## src/wms_ram.sv

```systemverilog
`timescale 1ns / 1ps
`default_nettype none
module wms_ram #(
  parameter int WIDTH = 32,
  parameter int DEPTH = 128
) (
  input  wire logic                     clk,
  input  wire logic                     we,
  input  wire logic [$clog2(DEPTH)-1:0] waddr,
  input  wire logic [WIDTH-1:0]         wdata,
  input  wire logic [$clog2(DEPTH)-1:0] raddr,
  output logic      [WIDTH-1:0]         rdata
);

  logic [WIDTH-1:0] mem [DEPTH];

  always_ff @(posedge clk) begin
    if (we) begin
      mem[waddr] <= wdata;
    end
    rdata <= mem[raddr];
  end

endmodule
`default_nettype wire

```

## config.mk

```make
export PLATFORM = sky130hd
export DESIGN_NAME = wms_ram
export DESIGN_NICKNAME = d
export VERILOG_FILES = /design/src/wms_ram.sv
export SDC_FILE = /design/constraint.sdc
export NUM_CORES = 2
export LEC_CHECK = 0
export BUFFER_PORTS_ARGS = -buffer_cell sky130_fd_sc_hd__clkbuf_2
export CAP_MARGIN = 20
export CORE_ASPECT_RATIO = 1.1
export CORE_MARGIN = 3
export CORE_UTILIZATION = 55
export DETAILED_ROUTE_END_ITERATION = 8
export PLACE_DENSITY_LB_ADDON = 0.25
export SLEW_MARGIN = 0
export SYNTH_ARGS = -nofsm -noshare
export SYNTH_HDL_FRONTEND = slang
export SYNTH_SLANG_ARGS = --single-unit
```

## constraint.sdc

```tcl
create_clock -name clk -period 10.8 [get_ports clk]
set_input_delay 0.54 -clock clk [delete_from_list [all_inputs] [get_ports clk]]
set_output_delay 0.54 -clock clk [all_outputs]
set_load 0.005 [all_outputs]
```

==> results summary <==
The run finished with clean final reports. The post-synthesis instance total came out at 5990. The source-to-sink clock delay at the later pin of the worst-skew pair is ~930 ps.

The worst hold path belongs to the class input pin to register. For this block, the initial DRC count from the detailed router was between 10000 and 15000. TritonCTS built the clock tree. The worst path needs 4264 ps of the cycle, external delays included. The die is between 500 and 600 um tall. The share of post-route cells with drive strength above 1 is roughly 35%.

The core area is about 0.28 mm2. Setup violations remaining at the end of the flow were counted as 0. The routed via count came out at a little over 70000. The final-layout worst hold slack came out at 75.17 ps. The power density over the cells is 189.3 mW/mm2. The critical path goes through buf_12 > buf_12 > buf_4 > mux4_2 > mux4_2 > mux4_2 > mux2_2. The cell with the most instances on the worst path is sky130_fd_sc_hd__mux4_2. The number of buffers on the longest clock path is 4.

The clock-pin slew on the worst setup and hold paths is 60 ps. For this run, the number of Yosys warnings is 0. Data on the critical path arrives at its endpoint at 5020 ps. The cell leakage power is 53.78 nW. The number of gates resized after cts came out at 0. The final design utilization is 62.44%. In this run the cell area of the synthesized design comes to roughly 0.16 mm2. The H-tree depth came out at 5. The total I/O pin count is 80. Of all cell types, the one taking the most synthesized area is sky130_fd_sc_hd__edfxtp_1.

The post-detailed-routing wire length is 412700 um. The die area came out at a little under 0.3 mm2. The post-layout net count is 6413. Measured along the x axis, the die boundary spans slightly above 500 um. The worst-case headroom to the max-slew limit came out at a little under a fifth. The number of buffers created by CTS is roughly 400.

The buffers inserted during post-CTS setup optimization came out at 0. The critical path required time is about 12000 ps. The final critical path takes up 39.49% of the cycle. The area growth from synthesis to layout is 12.59%. The max-cap violation count is 0.

The count of hold buffers inserted by post-cts repair is 0. STA classifies the critical path startpoint as an input pin. The number of max-slew violations in the final report was 0. The final sum of negative setup slack came out at 0 ps. The routability congestion estimate is 0.8232. The wire length of the first global-routing pass came out at 575100 um. In this run the worst path has a maximum fanout of 101. The root buffer cell chosen for the clock tree is sky130_fd_sc_hd__clkbuf_16. The proportion of synthesized chip area in sequential cells came out at 79.12%. Counting every sink on the clock net gives ~4100. The kind of critical path is input pin to register. The number of nets produced by synthesis came out at 6038.

The via density per instance came out at between 6 and 7. The remaining routing DRC violations is 0. The detailed placement HPWL is 219700 um.

The worst setup path is captured at a register. Setup repair after global routing left no endpoint under its margin. The netlist uses 17 different library cells. The buffers plus inverters on the worst setup path is 3. Sorting the synthesized cells by area gives the leading types as sky130_fd_sc_hd__edfxtp_1 (79%), sky130_fd_sc_hd__mux4_2 (19%), sky130_fd_sc_hd__clkbuf_1 (0.44%), sky130_fd_sc_hd__dfxtp_1 (0.41%), sky130_fd_sc_hd__nor2_1 (0.29%). The family with the most delay on the worst path is multiplexers. In this run the mean area of a mapped cell was 26.09 um2. The highest attainable clock frequency came out at roughly 230 MHz.

The slowest stage of the critical path is the sky130_fd_sc_hd__buf_4 cell. The number of iterations in the first detailed-routing pass came out at 6. The port buffer count came out at 79. The global routing usage summed across all routing layers came out at 28.71%.

The remaining antenna violation count after routing came out at 0. The synthesis-stage register bit count is 4128. The initial antenna violation count came out at roughly 50. The largest net degree at the start of global routing is roughly 130. The total grt overflow is 0. The effective utilization at floorplan is 55.46%. The transition time at the pin with the least slew margin is 1213 ps. The number of global-route vias before repair is ~72000. The routed wire length per instance came out at 39.52 um. The share of synthesized area in the top cell type comes to 78.71%. The largest stage delay on the critical path came out at 830 ps.

The worst clock skew came out at around 80 ps. The hold violation count in the final report is 0. The number of placement rows came out at 204.

Across the VDD grid, the largest voltage drop is approximately 0.18 mV.
-- synthesized netlist by cell type --
| cell | instances |
|---|---|
| sky130_fd_sc_hd__edfxtp_1 | 4096 |
| sky130_fd_sc_hd__mux4_2 | 1344 |
| sky130_fd_sc_hd__clkbuf_1 | 182 |
| sky130_fd_sc_hd__nor2_1 | 122 |
| sky130_fd_sc_hd__buf_2 | 79 |
| sky130_fd_sc_hd__buf_1 | 50 |
| sky130_fd_sc_hd__dfxtp_1 | 32 |
| sky130_fd_sc_hd__mux2_2 | 32 |
| sky130_fd_sc_hd__nand2_1 | 14 |
| sky130_fd_sc_hd__nand3_1 | 12 |
| sky130_fd_sc_hd__nor3_1 | 9 |
| sky130_fd_sc_hd__nor2b_1 | 7 |
| sky130_fd_sc_hd__buf_4 | 3 |
| sky130_fd_sc_hd__nand4_1 | 3 |
| sky130_fd_sc_hd__buf_6 | 2 |
| sky130_fd_sc_hd__nand2b_1 | 2 |
| sky130_fd_sc_hd__or3_1 | 1 |
-- per-layer routing --
| metal | share of wire (%) | vias up | global-route usage, % |
|---|---|---|---|
| met5 | 0.014 | - | 0 |
| met4 | 4.9 | 8 | 12.05 |
| li1 | - | 27172 | - |
| met2 | 49 | 4584 | 45.40 |
| met3 | 11 | 719 | 5.369 |
| met1 | 36 | 39190 | 40.21 |
-- registers in the layout, indices dropped and copies added, names as in the netlist --
signal  count
mem      4096
rdata      32
-- final cells by class --
class                   instances  area [um2]
well taps                    3708        4639
fillers                     18141      105800
diodes                         56       140.1
flip-flops and latches       4128      123600
clock inverters               222        2344
clock buffers                 494       10590
repair buffers                288        2308
multi-input cells            1546       32290
-- path summary, 6_finish.rpt --
path                       to  slack (ps)   startpoint  cells after the start
setup / recovery    rdata[14]        6540     raddr[0]                      7
hold / removal    mem[12][22]          80    wdata[22]                      1
setup reg to reg    rdata[31]        8070  mem[23][31]                      4
hold reg to reg      rdata[2]        1120    mem[0][2]                      4
-- where the power goes --
group | switching (mW) | total (mW) | internal, mW
Combinational | 1.02 | 1.65 | 0.631
Sequential | 0.0850 | 17.8 | 17.7
Clock | 5.88 | 13.9 | 8.01
Total | 6.98 | 33.3 | 26.3
-- metrics by stage --
step | total power [mW] | cells | setup slack, ps | area, um2
2_1_floorplan | 18.91 | 5990 | 7021 | 156300
3_3_place_gp | 19.74 | 9668 | 5586 | 162800
3_5_place_dp | 19.77 | 9668 | 5576 | 162800
4_1_cts | 33.45 | 10384 | 6513 | 175800
5_1_grt | 34.12 | 10422 | 6269 | 175900
6_report | 33.31 | 10442 | 6536 | 176000
-- kinds of logic after synthesis --
| group | synth area share [%] |
|---|---|
| and+or+nand+nor | 0.4460 |
| muxes | 19.60 |
| buffers and inverters | 0.8391 |
| DFF | 79.12 |
-- cells in the final DEF, fill, tap and decap left out, drive strengths merged --
cell and instances:
diode 56, nor3 9, nand4 3, nand2 14
inv 10, mux2 32, or3 1, nand2b 2
edfxtp 4096, buf 248, dfxtp 32, clkinv 156
mux4 1344, clkbuf 534, nand3 12, clkinvlp 12
bufinv 44, nor2 122, nor2b 7
No activity file was read; power rests on OpenSTA's default activity.
