[config.mk]
export PLATFORM = sky130hd
export DESIGN_NAME = wms_divsqrt
export DESIGN_NICKNAME = d
export VERILOG_FILES = /design/src/wms_pkg.sv /design/src/wms_divsqrt.sv
export SDC_FILE = /design/constraint.sdc
export NUM_CORES = 1
export LEC_CHECK = 0
export BUFFER_PORTS_ARGS = -buffer_cell sky130_fd_sc_hd__buf_2
export CORE_MARGIN = 2
export CORE_UTILIZATION = 58
export DETAILED_ROUTE_END_ITERATION = 16
export GPL_TIMING_DRIVEN = 0
export PLACE_DENSITY = 0.91
export SLEW_MARGIN = 10
export SYNTH_ARGS = -nofsm -noshare
export SYNTH_HDL_FRONTEND = slang
export SYNTH_SLANG_ARGS = --single-unit
[constraint.sdc]
create_clock -name clk -period 4.7 [get_ports clk]
set_input_delay 0.235 -clock clk [delete_from_list [all_inputs] [get_ports clk]]
set_output_delay 0.235 -clock clk [all_outputs]
set_load 0.02 [all_outputs]
[src/wms_pkg.sv]
`timescale 1ns / 1ps
`default_nettype none
package wms_pkg;

  localparam int WINDOW_DEPTH  = 128;
  localparam int HISTORY_DEPTH = 16;

  localparam int WIN_AW  = $clog2(WINDOW_DEPTH);
  localparam int LEN_W   = WIN_AW + 1;            // holds 0..WINDOW_DEPTH
  localparam int HIST_AW = $clog2(HISTORY_DEPTH);
  localparam int SUM_W   = 32 + LEN_W;            // exact signed window sum
  localparam int OP_W    = 64 + LEN_W;            // exact sum of squares
  localparam int ALU_W   = 36;                    // shared compare/subtract width
  localparam int STEP_W  = $clog2(OP_W + 1);

  localparam int CFG_IDX_W  = 2;
  localparam int CFG_DATA_W = 16;

  typedef enum logic [CFG_IDX_W-1:0] {
    REG_WINDOW_LENGTH = 2'd0,
    REG_UPDATE_EVERY  = 2'd1,
    REG_DELAY_STEPS   = 2'd2
  } wms_reg_t;

  typedef enum logic {
    OP_DIV  = 1'b0,
    OP_SQRT = 1'b1
  } wms_op_t;

  typedef struct packed {
    logic    start;
    wms_op_t op;
  } wms_cmd_t;

endpackage
`default_nettype wire

[src/wms_divsqrt.sv]
`timescale 1ns / 1ps
`default_nettype none
module wms_divsqrt
  import wms_pkg::*;
(
  input  wire logic             clk,
  input  wire logic             rst_n,
  input  wire wms_cmd_t         cmd,
  input  wire logic [OP_W-1:0]  operand,
  input  wire logic [LEN_W-1:0] divisor,
  output logic                  done,
  output logic [OP_W-1:0]       result
);

  logic              busy_r, busy_nxt;
  wms_op_t           op_r, op_nxt;
  logic [STEP_W-1:0] step_r, step_nxt;
  logic [OP_W-1:0]   acc_r, acc_nxt;
  logic [33:0]       rem_r, rem_nxt;
  logic [31:0]       root_r, root_nxt;
  logic [LEN_W-1:0]  dvs_r, dvs_nxt;
  logic              done_r, done_nxt;

  logic [ALU_W-1:0]  alu_a, alu_b;
  logic [ALU_W:0]    diff;
  logic              ge;

  // one compare/subtract shared by both operations
  always_comb begin
    if (op_r == OP_DIV) begin
      alu_a = ALU_W'({rem_r[LEN_W-1:0], acc_r[OP_W-1]});
      alu_b = ALU_W'(dvs_r);
    end else begin
      alu_a = {rem_r, acc_r[OP_W-1 -: 2]};
      alu_b = ALU_W'({root_r, 2'b01});
    end
    diff = {1'b0, alu_a} - {1'b0, alu_b};
    ge   = ~diff[ALU_W];
  end

  always_comb begin
    busy_nxt = busy_r;
    op_nxt   = op_r;
    step_nxt = step_r;
    acc_nxt  = acc_r;
    rem_nxt  = rem_r;
    root_nxt = root_r;
    dvs_nxt  = dvs_r;
    done_nxt = 1'b0;
    if (cmd.start) begin
      busy_nxt = 1'b1;
      op_nxt   = cmd.op;
      dvs_nxt  = divisor;
      rem_nxt  = '0;
      root_nxt = '0;
      if (cmd.op == OP_DIV) begin
        acc_nxt  = operand;
        step_nxt = STEP_W'(OP_W);
      end else begin
        acc_nxt  = {operand[63:0], {(OP_W-64){1'b0}}};
        step_nxt = STEP_W'(32);
      end
    end else if (busy_r) begin
      if (op_r == OP_DIV) begin
        rem_nxt = ge ? 34'(diff[LEN_W-1:0]) : 34'(alu_a[LEN_W-1:0]);
        acc_nxt = {acc_r[OP_W-2:0], ge};
      end else begin
        rem_nxt  = ge ? diff[33:0] : alu_a[33:0];
        root_nxt = {root_r[30:0], ge};
        acc_nxt  = {acc_r[OP_W-3:0], 2'b00};
      end
      step_nxt = step_r - 1'b1;
      if (step_r == STEP_W'(1)) begin
        busy_nxt = 1'b0;
        done_nxt = 1'b1;
      end
    end
  end

  always_ff @(posedge clk) begin
    if (!rst_n) begin
      busy_r <= 1'b0;
      done_r <= 1'b0;
      step_r <= '0;
      op_r   <= OP_DIV;
    end else begin
      busy_r <= busy_nxt;
      done_r <= done_nxt;
      step_r <= step_nxt;
      op_r   <= op_nxt;
    end
    acc_r  <= acc_nxt;
    rem_r  <= rem_nxt;
    root_r <= root_nxt;
    dvs_r  <= dvs_nxt;
  end

  assign done   = done_r;
  assign result = (op_r == OP_DIV) ? acc_r : OP_W'(root_r);

  a_done_after_busy: assert property (@(posedge clk) disable iff (!rst_n)
    done_r |-> $past(busy_r))
    else $error("divsqrt done without a running operation");

  a_step_live: assert property (@(posedge clk) disable iff (!rst_n)
    busy_r |-> step_r != '0)
    else $error("divsqrt busy with zero steps left");

  a_no_restart: assert property (@(posedge clk) disable iff (!rst_n)
    busy_r && !done_nxt |=> busy_r || done_r)
    else $error("divsqrt dropped an operation");

endmodule
`default_nettype wire
==> flow_summary.ini <==
[outcome]
outcome = completed

[die]
io_pins = 157
core-area_mm2 = 0.0165
start_util = 0.588
fp.dieArea_mm2 = 0.0177
die-width_um = 133
rows = 47
die_y_um = 133

[synth]
synth_top_area_frac = 0.248
yosysSeqAreaShare = 0.406
synth_edf_count = 80
synthArstFlopShare = 0
synthMuxAreaShare = 0.0466
synth_flop_cell = edfxtp_1
synthTopCellsByArea = edfxtp_1, dfxtp_1, a22oi_1, nand2_1, ha_1
syn_nets = 1225
ys_types = 66
yosys.area.top_type = edfxtp_1
synth_area_mm2 = 0.00968
synth_fa_ha_area_frac = 0.0486
synthSimpleGateAreaFrac = 0.179
synth_compound_area_frac = 0.242
avgSynthCellArea_um2 = 8.76
synth_top_family_by_area = compound AO/OA/AOI/OAI gates
synth_cells = 1104
synth_xor_area_frac = 0.0308
synth-seq-cells = 156
yosys_warnings = 0

[timing]
setup_viol = 0
max_freq_ghz = 0.216
whs_ns = 0.0979
fin_skew_ns = 0.0109
slew_headroom = 0.500
hold_viol = 0
period_needed_ns = 4.62
rsz0062_at_grt = no
slew_viol_final = 0
fin_crit_sh = 0.983
fin_ws_ns = 0.0797
worst-slew-pin-transition_ns = 0.750

[min_path]
hold_start = operand[64]
hold_depth = 3
min_path_type = in2reg
min_to = acc_r[64]

[power_and_ir_drop]
vdd_drop_max_uv = 329
leakage_nw = 4.84
power.density_mw_per_mm2 = 376
finalPower_mw = 4.28

[critical_path]
regToRegSetupSlack_ns = 0.08
crit_fanout = 10
arrival_ns = 4.90
r2r_start = op_r
end_kind = register
r2r_end = rem_r[25]
critPathLaunchType = register
cp.required_ns = 4.98
rr_worst_depth = 14
worstSetupPathType = reg2reg

[finish]
num_antenna_cells = 0
stdcell_area_mm2 = 0.0114
drive_gt1_frac = 0.179
syn_to_final_growth_pct = 17.5
final_nets = 1407

[placement]
dp_hpwl_um = 22400
dp_slack_ns = -0.428
gp_congestion = 0.965
placed_area_mm2 = 0.0108
io_buffers = 155

[grt]
grt_pass1_vias = 9523
antenna_found_initial = 2
grt_pass1_wl_um = 49300
grt_overflow_total = 0
track_usage = 0.350
grt_max_degree = 49

[drt]
wl_um = 31500
num_vias = 9895
wl_per_cell_um = 20.7
drc = 0
vias_per_cell = 6.51
drtPass1Iterations = 6
drt_iter0_drc = 1080
antenna_left = 0

[cts]
clkTransAtPathRegs_ns = 0.06
cts_sinks = 156
cts-buffers-inserted = 17
clock_path_buffers = 2
root_buffer = clkbuf_16
post-cts-setup-buffers = 0
clock_latency_ns = 0.43
cts_tree = built
htreeDepth = 4

[job]
max_cap_viol_count = 0
-- Yosys cell counts (all sizes together), types with 8 or more instances --
cell type  count
a21oi         72
nor2          49
xor2          19
xnor2         15
clkbuf        59
mux2i         27
a22oi        118
nand2        198
a21o          13
nor2b         47
dfxtp         76
ha            36
a211oi        16
a31oi          8
mux2          16
buf           21
nand2b         8
inv           32
and2          31
o21ai         69
nor3           9
a32oi         11
edfxtp        80
nand3         11
-- kinds of logic (layout without fill, tap and decap cells) --
kind of cell	count (synthesis)	after routing
AND/OR/NAND/NOR	374	374
XOR/XNOR	34	34
AO/OA/AOI/OAI	348	348
buffers and inverters	112	307
flip-flops	156	156
adder cells (fa/ha/maj)	37	37
multiplexers	43	43
-- report_power, final --
part           switching (mW)  leakage, nW  internal [mW]
registers              0.0989         1.44           1.57
clock network           0.579        0.249          0.676
logic                   0.827         3.15          0.524
-- cells in the final DEF (no fill, tap or decap), types with 4 or more instances in the layout --
cell           count
and2_1            31
o211ai_1           5
dfxtp_1           76
a31oi_1            6
xor2_1            19
nor2b_1           47
o21ai_1           15
edfxtp_1          80
inv_1             31
mux2i_1           27
and3_1             4
a21oi_1           71
o21bai_1           4
a32oi_1           11
xnor2_1           15
a21o_1            13
nand2b_1           8
nor2_1            49
nor3_1             7
a22oi_1          118
clkbuf_16         17
o21ai_0           54
nand3_1           11
clkbuf_1          55
clkinv_2           4
buf_2            161
a22o_1             5
o21a_1             7
buf_1             11
a211oi_1          15
clkbuf_2           5
mux2_2            16
dlygate4sd3_1      8
nand2_1          198
ha_1              36
-- sequential cells by signal, indices dropped and copies added, names as in the netlist --
name and flops:
rem_r 34, acc_r 72, root_r 32, done 1, dvs_r 8, op_r 1, busy_r 1, step_r 7
-- cell type report --
cell class / count / area, um^2
Buffer: 79 / 348
Sequential cell: 156 / 3920
Tap cell: 220 / 275
Clock inverter: 10 / 70.1
Clock buffer: 22 / 444
Fill cell: 1158 / 5100
Inverter: 32 / 123
Timing Repair Buffer: 164 / 883
Multi-Input combinational cell: 836 / 5300
-- worst max-delay path by stage --
stage | from | to | cells after the start
floorplan | op_r | rem_r[4] | 15
global placement | op_r | rem_r[26] | 14
detailed placement | op_r | rem_r[26] | 14
CTS | op_r | rem_r[30] | 15
global route | op_r | rem_r[25] | 15
finish | op_r | rem_r[25] | 14
-- routing by layer --
metal / track usage / up-vias / share of wire
li1: - / 4376 / -
met1: 0.434 / 4571 / 0.36
met2: 0.575 / 792 / 0.47
met3: 0.0715 / 154 / 0.11
met4: 0.193 / 2 / 0.054
met5: 0 / - / 0.00041
-- critical path, cell delays in order (launching register included) --
cell	delay, ns
dfxtp_1	0.52
buf_2	0.33
clkbuf_4	0.30
buf_2	0.29
mux2i_1	0.28
ha_1	0.34
a211o_1	0.32
a211oi_1	0.31
or4b_4	0.23
a31oi_2	0.10
o31a_4	0.33
a31oi_4	0.37
buf_4	0.31
mux2i_1	0.28
o21ai_0	0.13
-- metrics by stage --
| stage | std cells | TNS (ns) | utilization |
|---|---|---|---|
| final | 1519 | 0 | 0.690 |
| after floorplan | 1104 | 0 | - |
| after global routing | 1519 | 0 | 0.690 |
| after detailed placement | 1480 | -9.90 | 0.653 |
| after CTS | 1520 | 0 | 0.690 |
| after global placement | 1479 | -6.03 | 0.651 |
-- timing repair --
item,in CTS,in global routing
endpoints found under the hold margin,8,0
hold buffers,8,0
gates resized for setup,6,10
endpoints found under the setup margin,36,34
Note: power is estimated with default switching activity, not from simulation.
